[src/rtl/core/gps_pkg.sv]
// Shared types and constants of the gaussian polar sampler.
// No dependencies.
package gps_pkg;

	localparam int SAMPLE_W   = 16;
	localparam int LOG_FRAC   = 30;          // fraction bits of the log2 loop
	localparam int LOG_STEPS  = 30;
	localparam int DIV_W      = 32;          // divisor width after pre-shift
	localparam int DIV_STEPS  = DIV_W + 1;   // integer bit plus 32 fraction bits
	localparam int SQRT_STEPS = 32;
	localparam int Q_FRAC     = 56;          // fraction bits of sample^2
	localparam int LN2_W      = 27;
	localparam logic [LN2_W-1:0] TWO_LN2_Q26 = 27'd93032640;
	localparam logic [16:0] SAT_NEG = 17'd32768;
	localparam logic [16:0] SAT_POS = 17'd32767;

	typedef struct packed {
		logic full;
		logic empty;
	} gps_qstat_t;

	typedef enum logic [3:0] {
		B_IDLE,
		B_NORM,
		B_LOG,
		B_GVAL,
		B_LVAL,
		B_DIV,
		B_MUL,
		B_SQRT,
		B_EMIT
	} gps_bstate_t;

endpackage

[src/rtl/core/gps_queue.sv]
// Two-entry queue between the front and the back of the sampler.
// Depends on gps_pkg.
module gps_queue #(
	parameter int EW = 8
) (
	input  logic                clk,
	input  logic                arst_n,
	input  logic                push,
	input  logic [EW-1:0]       din,
	input  logic                pop,
	output logic [EW-1:0]       dout,
	output gps_pkg::gps_qstat_t qstat
);
	import gps_pkg::*;

	logic [EW-1:0] mem_q [2];
	logic          wr_q;
	logic          rd_q;
	logic [1:0]    count_q;

	assign qstat.full  = (count_q == 2'd2);
	assign qstat.empty = (count_q == 2'd0);
	assign dout        = mem_q[rd_q];

	always_ff @(posedge clk) begin
		if (push) begin
			mem_q[wr_q] <= din;
		end
	end

	always_ff @(posedge clk or negedge arst_n) begin
		if (!arst_n) begin
			wr_q    <= 1'b0;
			rd_q    <= 1'b0;
			count_q <= 2'd0;
		end else begin
			if (push) wr_q <= ~wr_q;
			if (pop)  rd_q <= ~rd_q;
			count_q <= count_q + 2'(push) - 2'(pop);
		end
	end

endmodule

[config.mk]
export PLATFORM = sky130hd
export DESIGN_NAME = gps_queue
export DESIGN_NICKNAME = d
export VERILOG_FILES = /design/src/rtl/core/gps_pkg.sv /design/src/rtl/core/gps_queue.sv
export SDC_FILE = /design/constraint.sdc
export NUM_CORES = 1
export LEC_CHECK = 0
export CELL_PAD_IN_SITES_DETAIL_PLACEMENT = 0
export CELL_PAD_IN_SITES_GLOBAL_PLACEMENT = 2
export CORE_MARGIN = 4
export CORE_UTILIZATION = 39
export CTS_BUF_LIST = sky130_fd_sc_hd__clkbuf_2 sky130_fd_sc_hd__clkbuf_4 sky130_fd_sc_hd__clkbuf_8
export CTS_CLUSTER_DIAMETER = 150
export DETAILED_ROUTE_END_ITERATION = 8
export DONT_BUFFER_PORTS = 1
export GPL_TIMING_DRIVEN = 0
export PLACE_DENSITY = 0.68
export SETUP_SLACK_MARGIN = 0.15
export SLEW_MARGIN = 20
export SYNTH_ARGS = -nofsm -noshare
export SYNTH_HDL_FRONTEND = slang
export SYNTH_SLANG_ARGS = --single-unit
[constraint.sdc]
create_clock -name clk -period 1.5 [get_ports clk]
set_input_delay 0.15 -clock clk [delete_from_list [all_inputs] [get_ports clk]]
set_output_delay 0.15 -clock clk [all_outputs]
set_load 0.01 [all_outputs]
# --- Yosys cells after proc, flatten, opt, wreduce, memory -nomap -nowiden ---
# Memory sizes are Yosys's and may differ from the RTL's.
# Index checks and enable logic that the tools add are counted.
word_totals:
  word_cells: 12
  mem_bits_rw: 16
  in_bits: 12
  reg_bits: 4
  mem_count: 1
memory_table:
  columns: ["name", "depth", "width", "read_ports", "rd_clocked_by_memory_dff", "write_ports", "line", "text"]
  rows:
  - ["mem_q", 2, 8, 1, 0, 1, "gps_queue.sv:16", "logic [EW-1:0] mem_q [2];"]
classes:
  add_sub_neg: 2
  n_reduce_logical: 1
  bitwise_logic: 2
  mux: 2
  n_eq_ne: 1
op_table:
  columns: ["operator", "count"]
  rows:
  - ["$add A2 B1 Y2", 1]
  - ["$eq A2 B2 Y1 const B", 1]
  - ["$logic_not A2 Y1", 1]
  - ["$mux W1", 2]
  - ["$not A1 Y1", 2]
  - ["$sub A2 B1 Y2", 1]

# --- Depth between registers and ports, before layout ---
logic_depth:
  depth_word: 2
  ltp_mapped: 5

# --- Worst setup path after synthesis ---
# OpenSTA, ideal clock, no wires.
synth_timing:
  path_kind: "register to register"
  startpoint: "register wr_q"
  endpoint: "memory mem_q[0][0] (enable)"
  path_buffers: 0
  stages_incl_launch_ff: 2
  slack_ns: 0.338
  t_arrival_ns: 0.789
  period_less_slack_ns: 1.162
  path_cell_list: "dfrtp_1 nor2b_1"
synth_lines:
  columns: ["item", "line", "text"]
  rows:
  - ["from (decl)", "gps_queue.sv:17", "logic wr_q;"]
  - ["from (signal assigned)", "gps_queue.sv:37", "if (push) wr_q <= ~wr_q;"]
  - ["to (decl)", "gps_queue.sv:16", null]
# Straight into the memory's write port.

# --- Worst setup path after layout ---
layout_timing:
  startpoint: "register rd_q"
  endpoint: "output port dout[0]"
layout_via:
  elab_chain_len: 1
layout_rtl:
  columns: ["item", "line", "text"]
  rows:
  - ["from (decl)", "gps_queue.sv:18", "logic rd_q;"]
  - ["from (signal assigned)", "gps_queue.sv:38", "if (pop) rd_q <= ~rd_q;"]
  - ["$mem_v2 Z2 W8", null, null]
  - ["to (decl)", "gps_queue.sv:11", "output logic [EW-1:0] dout,"]
# No other way between the ends.

==> results.toml <==
[layout]
fin_nets = 71
area_delta_synth_final_pct = 22.29
drive_gt1_frac = 0.2500
multi_input_area_um2 = 211.5
final_area_um2 = 988.4
fillers = 191
regArea_um2 = 580.6
diodes = 0

[power]
p_leak_nw = 0.3946
p_per_area_mw_per_mm2 = 1649
total_power_mw = 1.630
ir_drop_mv = 0.8672

[global_route]
grtUsageTotal = 0.08734
grt_pass1_vias = 373
grt_max_degree = 12
grt_pass1_wl_um = 1704
antenna_found_initial = 0
grt.overflow.total = 0

[logic_synthesis]
netlist_area_um2 = 808.3
syn_avg_cell_area_um2 = 20.21
yosys_register_bits = 20
seq_area_frac_synth = 0.7183
yosysUniqueCellTypes = 11
yosys_warnings = 0
netlist_instances = 40
yosys-top-cells-area = "edfxtp_1, mux2_4, dfrtp_1, ha_1, xor3_1"
synth.net_count = 54
yosysTopAreaCell = "edfxtp_1"
netlist.area_leader.share = 0.5944

[worst_setup_path]
crit_slowest_cell = "dfrtp_1"
crit_start = "rd_q"
cp.depth = 2
worstPathRequired_ps = 1350
reg2reg_depth = 5
crit_type = "reg2out"
cp_cell_sequence = "buf_6, mux2_4"
cp.buffers_inverters = 1
critPathTopFamily = "flip-flops"
cp_slowest_stage_delay_ps = 390
worstPathArrival_ps = 1140
critPathCaptureType = "primary output"
cp-start-kind = "flop"
r2r-start = "count_q[0]"
crit_fanout = 9

[sta]
finalClockSkew_ps = 1.073
finalHoldViolCount = 0
fmax_mhz = 773.1
worstMarginPinSlew_ps = 417.6
rsz0062_at_grt = "yes"
min_period_over_period = 0.8624
slew_headroom = 0.7204
slew_viol_final = 0
tns_ps = 0
period_needed_ps = 1294
fin_ws_ps = 206.5
setup_viol = 0

[clock_tree]
cts-buffers-inserted = 3
clk_pin_slew_ps = 100
cts_tree = "yes"
cts-root-buf = "clkbuf_4"
htreeDepth = 1
clk_latency_ps = 280
clock_sinks = 20
cts_buffer_depth = 2

[placed_design]
gp_routability_congestion = 0.7023
dpl_cell_area_um2 = 842.1
pre_cts_slack_ps = 156.1
port-buffer-count = 0

[detailed_routing]
drt_pass1_iterations = 4
wl_per_cell_um = 13.47
finalWirelength_um = 1118
first_iter_violations = 6
num_vias = 367
drtAntennaViolNets = 0
drc_errors = 0
viasPerCell = 4.422

[floorplanning]
core_mm2 = 0.001962
die_h_um = 53.53
die_w_um = 53.53
dieArea_mm2 = 0.002865
start_util = 0.4120
num_io_pins = 22
num_rows = 16

[status]
status = "complete, no violations"

[job]
drv_cap = 0

[worst_hold_path]
hold_class = "in2async"
[flip-flops by register name, indices dropped and copies added, names as in the netlist]
name and cells:
mem_q 16, count_q 2, rd_q 1, wr_q 1
[area by class of cell]
| class | count | area share |
|---|---|---|
| multi-input combinational | 17 | 0.2139 |
| sequential | 20 | 0.5873 |
| inverter | 2 | 0.007595 |
| clock inverter | 1 | 0.003797 |
| tap | 27 | 0.03418 |
| clock buffer | 3 | 0.02278 |
| timing repair buffer | 12 | 0.1190 |
| buffer | 1 | 0.01139 |
[worst paths after layout]
path                       slack [ps]         end
min                               130  count_q[0]
min in group clk                  240  count_q[1]
min reg2reg                       510        wr_q
max in group asynchronous        1210        wr_q
max reg2reg                       290  count_q[1]
max                               210     dout[0]
[routing by layer]
| metal | part of all wire | up-vias | GRT usage |
|---|---|---|---|
| met2 | 0.64 | 7 | 0.1755 |
| li1 | - | 175 | - |
| met1 | 0.32 | 185 | 0.08288 |
| met4 | 0 | 0 | 0.02553 |
| met3 | 0.045 | 0 | 0.02535 |
| met5 | 0 | - | 0 |
[stage by stage]
| step | utilization | hold WS (ps) | std cells |
|---|---|---|---|
| 6_report | 0.5038 | 126.3 | 83 |
| 5_1_grt | 0.5038 | 108.8 | 83 |
| 4_1_cts | 0.5000 | 128.6 | 82 |
| 3_5_place_dp | 0.4292 | -145.5 | 67 |
| 3_3_place_gp | 0.4292 | -145.5 | 67 |
| 2_1_floorplan | - | -145.6 | 40 |
[Yosys cell counts (all sizes together)]
| library cell | number |
|---|---|
| and2 | 1 |
| buf | 1 |
| dfrtp | 4 |
| edfxtp | 16 |
| ha | 2 |
| inv | 2 |
| mux2 | 8 |
| nor2 | 1 |
| nor2b | 2 |
| xor2 | 2 |
| xor3 | 1 |
[kinds of logic (layout without fill, tap and decap cells)]
logic type,Yosys count,count (layout),synth area share
fa+ha+maj,2,2,0.03095
simple gates,4,4,0.02786
flops,20,20,0.7183
buf+inv,3,19,0.02322
mux,8,8,0.1486
xor+xnor,3,3,0.05108
[where the power goes]
part | total (mW) | switching [mW] | internal, mW
registers | 0.815 | 0.0600 | 0.755
clock network | 0.241 | 0.145 | 0.0964
logic | 0.574 | 0.264 | 0.310
[worst register-to-register path, delay by kind of cell (launching register included)]
family	cells	cell delay, ps
xor gates and xnor gates	1	210
DFF	1	380
buffers and inverters	2	110
adders and majority gates	2	390
[timing repair]
item | CTS | global route
resized for setup | 1 | 0
endpoints found under the setup margin | 8 | 8
setup buffers | 0 | 1
hold endpoints to repair | 23 | 0
hold buffers | 11 | 0
[cells in the final DEF, fill, tap and decap left out, drive strengths merged]
cell         instances
clkinv               1
dfrtp                4
ha                   2
and2                 1
nor2b                2
buf                  2
clkbuf               3
nor2                 1
xor2                 2
mux2                 8
edfxtp              16
inv                  2
dlygate4sd3         11
xor3                 1
(Power assumes the default switching activity.)
