**config.mk**
```make
export PLATFORM = sky130hd
export DESIGN_NAME = gps_front
export DESIGN_NICKNAME = d
export VERILOG_FILES = /design/src/rtl/core/gps_pkg.sv /design/src/rtl/core/gps_front.sv
export SDC_FILE = /design/constraint.sdc
export NUM_CORES = 1
export LEC_CHECK = 0
export ABC_AREA = 1
export BUFFER_PORTS_ARGS = -buffer_cell sky130_fd_sc_hd__buf_2
export CAP_MARGIN = 40
export CELL_PAD_IN_SITES_DETAIL_PLACEMENT = 0
export CELL_PAD_IN_SITES_GLOBAL_PLACEMENT = 1
export CORE_MARGIN = 8
export CORE_UTILIZATION = 35
export CTS_BUF_LIST = sky130_fd_sc_hd__clkbuf_8
export DETAILED_ROUTE_END_ITERATION = 16
export PLACE_DENSITY_LB_ADDON = 0.2
export SLEW_MARGIN = 0
export SYNTH_ARGS = -nofsm -noshare
export SYNTH_HDL_FRONTEND = slang
export SYNTH_SLANG_ARGS = --single-unit
```
**constraint.sdc**
```tcl
create_clock -name clk -period 16.44 [get_ports clk]
set_clock_uncertainty 0.2 [all_clocks]
set_input_delay 1.644 -clock clk [delete_from_list [all_inputs] [get_ports clk]]
set_output_delay 1.644 -clock clk [all_outputs]
set_load 0.1 [all_outputs]
```
**src/rtl/core/gps_pkg.sv**
```systemverilog
// Shared types and constants of the gaussian polar sampler.
// No dependencies.
package gps_pkg;

	localparam int SAMPLE_W   = 16;
	localparam int LOG_FRAC   = 30;          // fraction bits of the log2 loop
	localparam int LOG_STEPS  = 30;
	localparam int DIV_W      = 32;          // divisor width after pre-shift
	localparam int DIV_STEPS  = DIV_W + 1;   // integer bit plus 32 fraction bits
	localparam int SQRT_STEPS = 32;
	localparam int Q_FRAC     = 56;          // fraction bits of sample^2
	localparam int LN2_W      = 27;
	localparam logic [LN2_W-1:0] TWO_LN2_Q26 = 27'd93032640;
	localparam logic [16:0] SAT_NEG = 17'd32768;
	localparam logic [16:0] SAT_POS = 17'd32767;

	typedef struct packed {
		logic full;
		logic empty;
	} gps_qstat_t;

	typedef enum logic [3:0] {
		B_IDLE,
		B_NORM,
		B_LOG,
		B_GVAL,
		B_LVAL,
		B_DIV,
		B_MUL,
		B_SQRT,
		B_EMIT
	} gps_bstate_t;

endpackage

```
**src/rtl/core/gps_front.sv**
```systemverilog
// Front of the sampler: takes uniform words, squares the coordinates,
// drops rejected pairs and pushes the rest into the queue. Depends on gps_pkg.
module gps_front #(
	parameter int UNIFORM_BITS = 16
) (
	input  logic                     clk,
	input  logic                     arst_n,
	input  logic                     uniform_valid,
	output logic                     uniform_stall,
	input  logic [UNIFORM_BITS-1:0]  uniform_a,
	input  logic [UNIFORM_BITS-1:0]  uniform_b,
	input  gps_pkg::gps_qstat_t      qstat,
	output logic                     push,
	output logic [2*UNIFORM_BITS-3:0] sq1,
	output logic [2*UNIFORM_BITS-3:0] sq2,
	output logic [2*UNIFORM_BITS-3:0] s,
	output logic                     neg1,
	output logic                     neg2
);
	import gps_pkg::*;

	localparam int P    = UNIFORM_BITS - 1;
	localparam int W    = 2 * P;
	localparam int MW   = P + 1;
	localparam int SQW  = 2 * MW;
	localparam int SUMW = SQW + 1;

	logic                    valid_s1;
	logic [UNIFORM_BITS-1:0] v1_s1, v2_s1;
	logic                    valid_s2;
	logic [SQW-1:0]          sq1_s2, sq2_s2;
	logic                    neg1_s2, neg2_s2;

	logic signed [UNIFORM_BITS:0] ve1, ve2;
	logic [MW-1:0]   m1, m2;
	logic [SUMW-1:0] sum;
	logic            ok_pair, s1_go, s2_go;

	// v = u - 2^P in two's complement is u with its top bit flipped
	assign ve1 = $signed({v1_s1[P], v1_s1});
	assign ve2 = $signed({v2_s1[P], v2_s1});
	assign m1  = MW'(ve1[UNIFORM_BITS] ? -ve1 : ve1);
	assign m2  = MW'(ve2[UNIFORM_BITS] ? -ve2 : ve2);

	assign sum     = SUMW'(sq1_s2) + SUMW'(sq2_s2);
	assign ok_pair = (sum != '0) && (sum < (SUMW'(1) << W));

	assign s2_go         = !valid_s2 || !ok_pair || !qstat.full;
	assign s1_go         = !valid_s1 || s2_go;
	assign uniform_stall = !s1_go;

	assign push = valid_s2 && ok_pair && !qstat.full;
	assign sq1  = W'(sq1_s2);
	assign sq2  = W'(sq2_s2);
	assign s    = W'(sum);
	assign neg1 = neg1_s2;
	assign neg2 = neg2_s2;

	always_ff @(posedge clk or negedge arst_n) begin
		if (!arst_n) begin
			valid_s1 <= 1'b0;
			valid_s2 <= 1'b0;
		end else begin
			if (s1_go) valid_s1 <= uniform_valid;
			if (s2_go) valid_s2 <= valid_s1;
		end
	end

	always_ff @(posedge clk) begin
		if (s1_go && uniform_valid) begin
			v1_s1 <= {~uniform_a[P], uniform_a[P-1:0]};
			v2_s1 <= {~uniform_b[P], uniform_b[P-1:0]};
		end
		if (s2_go) begin
			sq1_s2  <= SQW'(m1) * SQW'(m1);
			sq2_s2  <= SQW'(m2) * SQW'(m2);
			neg1_s2 <= ve1[UNIFORM_BITS];
			neg2_s2 <= ve2[UNIFORM_BITS];
		end
	end

endmodule

```
---- Word-level counts from Yosys, hierarchy flattened ----
Cells that the tools add are included.
word-level totals
  input port bits ......................... 37
  RAM bits ................................ 0
  output and inout bits ................... 94
  flip-flop bits (word level) ............. 100
  ROM bits ................................ 0
  memories ................................ 0
  word-level logic and storage cells ...... 31
  bits in latches ......................... 0
cells by class
  multiplexer cells ....................... 2
  add/subtract/negate cells ............... 3
  magnitude comparators ................... 1
  equal/unequal tests ..................... 0
  div/mod/pow operators ................... 0
  $mul .................................... 2
  reduce and logical (&&, ||, !) cells .... 13
  shifts and indexed selects .............. 0
  bitwise logic cells ..................... 2
operator list
  kind                                                           count
  multiplier 16 x 16 -> 32 bit                                   2
  adder 32 x 32 -> 33 bit                                        1
  less-than comparator 33 x 31 -> 1 bit (second input constant)  1
  nonzero test 33 bit                                            1
  two-way mux 16 bit                                             2
  negator 16 bit                                                 2
  logical NOT 1 bit                                              5
  logical AND 1 bit                                              4
  logical OR 1 bit                                               3
  inverter 1 bit                                                 2

---- Logic depth before layout (Yosys ltp) ----
Gate-level depths: netlist of the first run.
  depth after elaboration ................. 8
  gate-level depth with buffers ........... 39
  gate-level depth less buffers ........... 38

---- Worst setup path before layout of the first run ----
Ideal clock, no wire load.
  kind .................................... flip-flop to flip-flop
  start ................................... register v1_s1[0]
  end ..................................... register sq1_s2[29] (data pin)
  setup time .............................. 0.252 ns
  data required time ...................... 15.988 ns
  arrival time ............................ 6.794 ns
  path buffers ............................ 2
  slack ................................... 9.193 ns
  clock period less this slack ............ 7.247 ns
  stages on the path, launching flop included .. 34
  cell sequence ........................... edfxtp_1 inv_2 buf_1 ha_1 inv_1 nor3_2 nand2_1 nor4_2 xor2_1 a21oi_1 inv_1 buf_4 nor2_1 inv_1 fa_1 fa_1 inv_1 fa_1 fa_1 fa_1 inv_1 fa_1 inv_1 ha_1 a21oi_1 o21ai_0 a21oi_1 o21bai_1 nand2_1 nand2_1 nand2_1 nand2_1 nand2_1 nand2_1
between the ends
  longest elaborated chain between the ends .. 3
ends and longest elaborated chain
  what                            line             text
  start: declaration              gps_front.sv:29  logic [UNIFORM_BITS-1:0] v1_s1, v2_s1;
  start signal: assignment        gps_front.sv:71  v1_s1 <= {~uniform_a[P], uniform_a[P-1:0]};
  negator 16 bit                  gps_front.sv:42  assign m1 = MW'(ve1[UNIFORM_BITS] ? -ve1 : ve1);
  two-way mux 16 bit *            gps_front.sv:42
  multiplier 16 x 16 -> 32 bit *  gps_front.sv:75  sq1_s2 <= SQW'(m1) * SQW'(m1);
  end signal: assignment          gps_front.sv:75
  end: declaration                gps_front.sv:31  logic [SQW-1:0] sq1_s2, sq2_s2;
Every way passes the cells marked *; elsewhere a longest branch is shown, timed or not.
A chain may end at the register's enable or synchronous reset.

---- Final worst setup path of the first run ----
Same ends and word-level chain as after synthesis.

==> results of run 1 <==
## synth_stat cells, drive strengths merged (27+ instances only)
cell and number:
nand3 65, fa 327, nand4 27, nand2 460, o21ai 49, xor2 54, buf 68, inv 623
ha 228, edfxtp 96, a21oi 98, nor2 234
## cells by family (layout without fill, tap and decap cells)
kind of cell / Yosys count / in the layout
AOI/OAI and AO/OA: 190 / 190
xor gates and xnor gates: 78 / 78
adders and majority gates: 555 / 555
buffers and inverters: 712 / 782
DFF: 98 / 98
other: 2 / 25
and+or+nand+nor: 844 / 844
## path summary, 6_finish.rpt
kind                            startpoint  slack, ns         end  depth (start not counted)
worst max-delay path              v1_s1[0]       7.77  sq1_s2[29]                         34
worst min-delay path              valid_s1       0.32    valid_s2                          2
worst max register to register    v1_s1[0]       7.77  sq1_s2[29]                         34
worst min register to register    valid_s1       0.32    valid_s2                          2
max in group asynchronous           arst_n      15.19    valid_s2                          1
min in group asynchronous           arst_n       0.75    valid_s1                          1
## flip-flops by register name (all words and copies together) (netlist names)
name and flops:
valid_s1 1, v1_s1 16, valid_s2 1, neg1 1, neg2 1, v2_s1 16, sq2_s2 31, sq1_s2 31
## per-stage QoR
stage | std cells | utilization, % | hold slack, ns | instance area [um^2]
2_1_floorplan | 2501 | - | 0.2534 | 20740
3_3_place_gp | 3326 | 37.25 | 0.2731 | 21860
3_5_place_dp | 3328 | 37.30 | 0.2894 | 21890
4_1_cts | 3344 | 37.60 | 0.3219 | 22070
5_1_grt | 3345 | 37.61 | 0.3514 | 22070
6_report | 3345 | 37.61 | 0.3207 | 22070
## worst min-delay path: cells and delay by family, from the launching register on
kind	cells	cell delay, ns
flops	1	0.39
simple gates	1	0.06
buf+inv	1	0.05
## area by class of cell
type | instances | area [um^2]
Sequential cell | 98 | 2933
Inverter | 630 | 2367
Tap cell | 773 | 967.2
Clock buffer | 9 | 123.9
Timing Repair Buffer | 136 | 720.7
Fill cell | 6072 | 36620
Multi-Input combinational cell | 1691 | 14900
Clock inverter | 7 | 51.30
Antenna cell | 1 | 2.502
## layer usage
layer | global-route usage [%] | up-vias
li1 | - | 7645
met1 | 23.37 | 7587
met2 | 29.80 | 296
met3 | 3.217 | 24
met4 | 2.953 | 0
met5 | 0 | -
==> metrics, run 1 <==
commonest non-fill, non-tap cells in the layout inv_1, nand2_1, fa_1; portion of the clock cycle consumed by the worst path in the final layout 52.74%; vias in the first global route 16,820; headroom to the max-slew limit 45.97%; register bit total from synthesis 98; flip-flop cell with the highest count after synthesis edfxtp_1; crit path buf inv count 9; setup_tns 0 ns; count of nets after finishing 3,158; routed wire length on met3 2.863 mm; Max Cap Violations 0; most common cell after layout, fill and taps aside inv_1; number of port buffers 127; post-synthesis async set-or-reset flop share 2.041%; worst path setup slack after routing 7.769 ns; mux share of post-synthesis cell area 0%; number of failing setup endpoints in the final timing report 0; clock sink count 98; wire length of the first global-routing pass 91.74 mm; cell types occupying the most area after synthesis fa_1, edfxtp_1, ha_1; post-detailed-placement half-perimeter wirelength 50.17 mm; met1 routed wirelength after detailed routing 26.57 mm; total I/O pin count 131; Post-Place Setup Slack 7.832 ns; horizontal extent of the die 258.9 um; largest family of logic cells by synthesized area adder cells; Synth-to-Final Area Change 6.858%; Synth area leader fa_1; Yosys warning total 0; transition time of the tightest slew-check pin 0.8105 ns; kind of capture point of the worst setup path register; Final min period 8.671 ns; overall overflow remaining after global route 0; residual DRC count 0; critical path startpoint category register; Core Footprint 0.05869 mm^2; vias after detailed routing 15,550; number of nets still failing antenna checks after routing 0; RSZ-0062 raised after global routing no; aggregate routed wire length 56.91 mm; Crit Path Class register to register; area of the mapped netlist 0.02065 mm^2; wire length per cell after detailed routing 17.01 um; largest fanout of any net on the critical path 19; top cell type's share of synthesized area 31.70%; class of the tightest hold or removal check register to register; Die Outline Area 0.06704 mm^2; cell count after synthesis 2,479; simple-gate area share of the yosys netlist 17.65%; top layer in use met4; number of hold buffers added after cts 0; post-synthesis average cell area 8.331 um^2; post-synthesis compound-gate area fraction 5.161%; delay contributed by the slowest stage of the critical path 0.55 ns; clock latency on the worst-skew pair 0.46 ns; buffers from clock root to sink, at most 2; adder-cell share of the synthesized area 45.51%; share of post-route cells with drive strength above 1 8.285%; CP max-delay cell fa_1; Worst EP required 16.46 ns; clock tree from TritonCTS yes; number of antenna violations at the first check in global routing 2; setup repair bufs after CTS 0; xor/xnor share of the synthesized area 3.344%; Starting DRT DRC Count 712; average via count per standard cell 4.649; root buffer selected by CTS clkbuf_8; number of gates resized after cts 0; outcome complete, no violations; floorplan die height 258.9 um; global routing usage summed across all routing layers 17.51%; highest attainable clock frequency 115.3 MHz; total met2 wirelength after detailed routing 26.89 mm; Worst-path clk slew 0.12 ns; distinct cell type count after synthesis 56; arrival time reported for the critical path endpoint 8.70 ns; Post-synth EDFFs 96; number of rows in the core area 89; final hold viol count 0; family of cells with the greatest summed delay on the critical path adder cells; initial core utilization 35.19%; placer congestion estimate 0.8653; TritonRoute pass-1 iters 5; part of the Yosys area used for sequential elements 14.20%; maximum number of pins on one net before global-route repair 43; H-tree lvl count 3; number of CTS-inserted buffers 9; final max-slew violation count 0
Power of run 1 is left out: the tool's default activity adds up to more than one toggle a clock period on the data nets, which glitch-free logic cannot reach.
==> run 2, diff against run 1 <==
clock period = 7.4 ns   (was 16.44 ns; I/O delays follow)
==> run 2 against run 1 <==
Cell area up 7.3%. Critical path type unchanged. Hold slack worse by 0.057 ns. First-iteration DRC count rose by 9.6%. Core utilization grew 2.7 points. Highest routed layer unchanged. Via count up 3.9%. Non-clock buffer count grew 144. Routed wire length is 3.0% higher. Fmax rose by 22%. Worst setup slack lost 7.5 ns.
==> metrics, run 2 (synthesized netlist as in run 1, its figures left out) <==
outcome complete, no violations; count of nets after finishing 3,302; Worst EP required 7.40 ns; Die Outline Area 0.06704 mm^2; horizontal extent of the die 258.9 um; setup_tns 0 ns; wire length of the first global-routing pass 93.38 mm; cell with the most instances on the worst path fa_1; headroom to the max-slew limit 59.52%; class of the tightest hold or removal check input port to register; maximum number of pins on one net before global-route repair 40; wire length per cell after detailed routing 16.79 um; Worst-path clk slew 0.12 ns; Starting DRT DRC Count 780; vias after detailed routing 16,160; vias in the first global route 17,420; floorplan die height 258.9 um; commonest non-fill, non-tap cells in the layout inv_1, nand2_1, fa_1; clock tree from TritonCTS yes; aggregate routed wire length 58.60 mm; clock latency on the worst-skew pair 0.45 ns; Crit Path Class register to register; final max-slew violation count 0; family of cells with the greatest summed delay on the critical path adder cells; kind of capture point of the worst setup path register; H-tree lvl count 3; most common cell after layout, fill and taps aside inv_1; number of CTS-inserted buffers 9; portion of the clock cycle consumed by the worst path in the final layout 95.96%; arrival time reported for the critical path endpoint 7.10 ns; post-layout util 40.34%; clock sink count 98; average via count per standard cell 4.631; number of port buffers 127; largest fanout of any net on the critical path 5; number of rows in the core area 89; critical path startpoint category register; delay contributed by the slowest stage of the critical path 0.57 ns; CP max-delay cell fa_1; number of failing setup endpoints in the final timing report 0; share of post-route cells with drive strength above 1 16.69%; crit path buf inv count 8; RSZ-0062 raised after global routing yes; final hold viol count 0; post-detailed-placement half-perimeter wirelength 52.50 mm; overall overflow remaining after global route 0; global routing usage summed across all routing layers 17.84%; Final min period 7.101 ns; Synth-to-Final Area Change 14.62%; hold slack 0.2636 ns; Max Cap Violations 0; number of antenna violations at the first check in global routing 1; number of fillers in the final layout 6,014; total I/O pin count 131; placer congestion estimate 0.8723; TritonRoute pass-1 iters 5; residual DRC count 0; Largest regs sq1_s2: 31 flops, sq2_s2: 31 flops; buffers from clock root to sink, at most 2; highest attainable clock frequency 140.8 MHz; Core Footprint 0.05869 mm^2; number of nets still failing antenna checks after routing 0; transition time of the tightest slew-check pin 0.6113 ns; initial core utilization 35.19%; root buffer selected by CTS clkbuf_8
run 2: cell count changes in the layout (fill, tap and decap cells not counted), moves of 11 or more:
cell / previous run / this run
buf_4: 7 / 147
nor2_1: 228 / 210
inv_1: 616 / 603
nand2_2: 19 / 32
ha_1: 228 / 212
a21oi_2: 0 / 13
ha_4: 0 / 11
nand2_1: 440 / 425
a21oi_1: 98 / 84
run 2: worst paths after layout:
path / startpoint / to / slack (ns) / depth (start not counted)
setup reg to reg: v2_s1[0] / sq2_s2[30] / 0.30 / 33
hold / removal: uniform_b[2] / v2_s1[2] / 0.26 / 1
setup / recovery: v2_s1[0] / sq2_s2[30] / 0.30 / 33
max in group asynchronous: arst_n / valid_s1 / 6.48 / 2
hold reg to reg: valid_s1 / valid_s2 / 0.30 / 2
min in group asynchronous: arst_n / valid_s2 / 0.42 / 2
run 2: layout make-up:
class                           instances  area [um^2]  area share, %
Sequential cell                        98         2933          12.39
Clock inverter                          7        51.30         0.2167
Tap cell                              773        967.2          4.085
Clock buffer                            9        123.9         0.5232
Inverter                              630         2382          10.06
Antenna cell                            2        5.005        0.02114
Multi-Input combinational cell       1691        15390          65.00
Timing Repair Buffer                  280         1823          7.700
run 2: per-layer routing:
metal / track usage (%) / routed length (um) / vias to the layer above
met4: 5.265 / 1545 / 0
met3: 3.275 / 2824 / 53
li1: - / - / 7927
met5: 0 / 0 / -
met2: 29.12 / 26660 / 315
met1: 23.96 / 27570 / 7866
run 2: per-stage QoR:
| stage | setup slack, ns | instance area [um^2] | cells |
|---|---|---|---|
| floorplan | 0.1533 | 20740 | 2501 |
| global placement | 0.08662 | 22790 | 3448 |
| detailed placement | 0.07322 | 22810 | 3449 |
| CTS | 0.03524 | 22990 | 3466 |
| global route | -0.02441 | 23670 | 3489 |
| finish | 0.2990 | 23670 | 3490 |
run 2: repair_timing:
action,4_1_cts,5_1_grt
endpoints found under the setup margin,0,30
buffers inserted,0,23
hold endpoints to repair,2,0
resized for setup,0,134
hold buffers,1,0
Power of run 2 is left out for the same reason.
==> run 3, diff against run 2 <==
ABC_AREA = default   (was 1)
SETUP_SLACK_MARGIN = 0.2   (was default)
==> run 3 against run 2 <==
The flow now finishes with violations (setup timing). Non-clock buffer count is 145 higher. Register-to-register slack got worse by 0.53 ns. Final cell count decreased by 8.1%. Critical path depth shrank 3. Largest cell class unchanged. Area after synthesis fell by 5.1%. Hold slack worse by 0.012 ns. Via count decreased by 7.0%.
==> metrics, run 3 <==
placed insts 3,140; delay contributed by the slowest stage of the critical path 0.51 ns; clock tree from TritonCTS yes; area of the mapped netlist 0.01960 mm^2; Final min period 7.626 ns; Crit. Startpoint v2_s1[1]; Worst EP required 7.43 ns; Worst-path clk slew 0.14 ns; cell types occupying the most area after synthesis fa_1, edfxtp_1, ha_1; kind of capture point of the worst setup path register; post-synthesis average cell area 9.391 um^2; aggregate routed wire length 51.57 mm; average via count per standard cell 4.684; RSZ-0062 raised after global routing yes; wire length per cell after detailed routing 16.07 um; post-detailed-placement half-perimeter wirelength 45.10 mm; critical path startpoint category register; most frequent cells after synthesis inv_1, fa_1, ha_1; arrival time reported for the critical path endpoint 7.66 ns; Largest regs sq1_s2: 31 flops, sq2_s2: 31 flops; residual DRC count 0; part of the Yosys area used for sequential elements 14.96%; reg-to-reg setup timing slack -0.23 ns; CP max-delay cell fa_1; headroom to the max-slew limit 52.36%; clock sink count 98; final max-slew violation count 0; outcome finished, violations left; number of rows in the core area 86; family of cells with the greatest summed delay on the critical path adder cells; cell count after synthesis 2,087; initial core utilization 35.51%; Yosys warning total 0; horizontal extent of the die 252.6 um; number of failing setup endpoints in the final timing report 12; busiest grt layer met2; Post-synth EDFFs 96; wire length of the first global-routing pass 83.47 mm; post-synthesis async set-or-reset flop share 2.041%; hold slack 0.2517 ns; highest attainable clock frequency 131.1 MHz; floorplan die height 252.6 um; worst reg2reg startpoint v2_s1[1]; dominant cell by count in the synthesized netlist inv_1; number of CTS-inserted buffers 9; Crit Path Class register to register; count of nets after finishing 3,046; vias after detailed routing 15,030; clock latency on the worst-skew pair 0.46 ns; buffers from clock root to sink, at most 2; Die Outline Area 0.06383 mm^2; Synth area leader fa_1; placer congestion estimate 0.8597; Max Cap Violations 0; number of port buffers 127; worst path setup slack after routing -0.2264 ns; violated checks setup timing; Crit path depth 30; grt met2 use 25.97%; top cell type's share of synthesized area 33.40%; critical path endpoint sq2_s2[26]; Starting DRT DRC Count 741; number of antenna violations at the first check in global routing 2; overall overflow remaining after global route 0; root buffer selected by CTS clkbuf_8; cell with the most instances on the worst path fa_1; portion of the clock cycle consumed by the worst path in the final layout 103.1%; final hold viol count 0; GR met1 Demand/Resource 23.90%; r2r endpoint sq2_s2[26]; vias in the first global route 16,230; global routing usage summed across all routing layers 16.63%; register bit total from synthesis 98; most common cell after layout, fill and taps aside inv_1; distinct cell type count after synthesis 74; flip-flop cell with the highest count after synthesis edfxtp_1; setup_tns -1.605 ns; maximum number of pins on one net before global-route repair 33; commonest non-fill, non-tap cells in the layout inv_1, fa_1, buf_4; TritonRoute pass-1 iters 5; share of post-route cells with drive strength above 1 25.01%; global routing usage on met3 3.002%; class of the tightest hold or removal check input port to register; number of nets still failing antenna checks after routing 0; Core Footprint 0.05520 mm^2; Worst Reg-to-Reg Cells 30; final std cells w/o fill 3,209; number of fillers in the final layout 5,492; total I/O pin count 131; largest fanout of any net on the critical path 4; H-tree lvl count 3; Synth-to-Final Area Change 23.32%; crit path buf inv count 9; transition time of the tightest slew-check pin 0.7080 ns
[run 3: cell types whose count changed after synthesis, sizes merged, moves of 28 or more]
cell,delta
a21oi,-28
xnor2,+56
nand2,-284
inv,-134
nand3,-45
nor2,-61
[run 3: worst min-delay path by stage]
stage                  start        end  cells after the start
5_1_grt        uniform_b[13]  v2_s1[13]                      1
3_5_place_dp        valid_s1   valid_s2                      2
2_1_floorplan         arst_n   valid_s1                      0
4_1_cts        uniform_b[10]  v2_s1[10]                      1
6_report       uniform_b[10]  v2_s1[10]                      1
3_3_place_gp        valid_s1   valid_s2                      2
[run 3: cell type report]
type / instances / area (um^2) / area share, %
clock inverters: 7 / 81.33 / 0.3365
clock buffers: 9 / 123.9 / 0.5125
inverters: 501 / 1907 / 7.889
multi-input cells: 1419 / 15150 / 62.70
diodes: 2 / 5.005 / 0.02071
flip-flops and latches: 98 / 2933 / 12.13
well taps: 748 / 935.9 / 3.872
repair buffers: 425 / 3030 / 12.54
[run 3: repair_timing]
action,in CTS,in global routing
hold buffers,1,0
pin swaps,55,51
gates resized for setup,57,72
setup buffers,34,16
endpoints found under the hold margin,2,0
setup endpoints to repair,22,33
[run 3: kinds of logic (layout without fill, tap and decap cells)]
kind of cell | Yosys count | in the layout | share of synthesized area (%)
simple gates | 468 | 468 | 10.57
flops | 98 | 98 | 14.96
other cells | 2 | 26 | 0.03832
compound gates | 253 | 253 | 8.529
fa+ha+maj | 555 | 555 | 47.95
mux | 3 | 3 | 0.1532
buf+inv | 592 | 942 | 12.53
xor+xnor | 116 | 116 | 5.260
[run 3: per-stage QoR]
stage                     setup WS (ns)  area [um^2]  utilization (%)
after floorplan                -0.07770        20210                -
after global placement          -0.3455        23050            41.76
after detailed placement        -0.4041        23080            41.81
after CTS                       -0.2299        23760            43.05
after global routing            -0.5648        24170            43.79
final                           -0.2264        24170            43.79
[run 3: layer usage]
layer | part of all wire [%] | wire [um]
met1 | 48 | 24900
met2 | 45 | 23020
met3 | 5.5 | 2861
met4 | 1.5 | 797
met5 | 0 | 0
Power of run 3 is left out for the same reason.
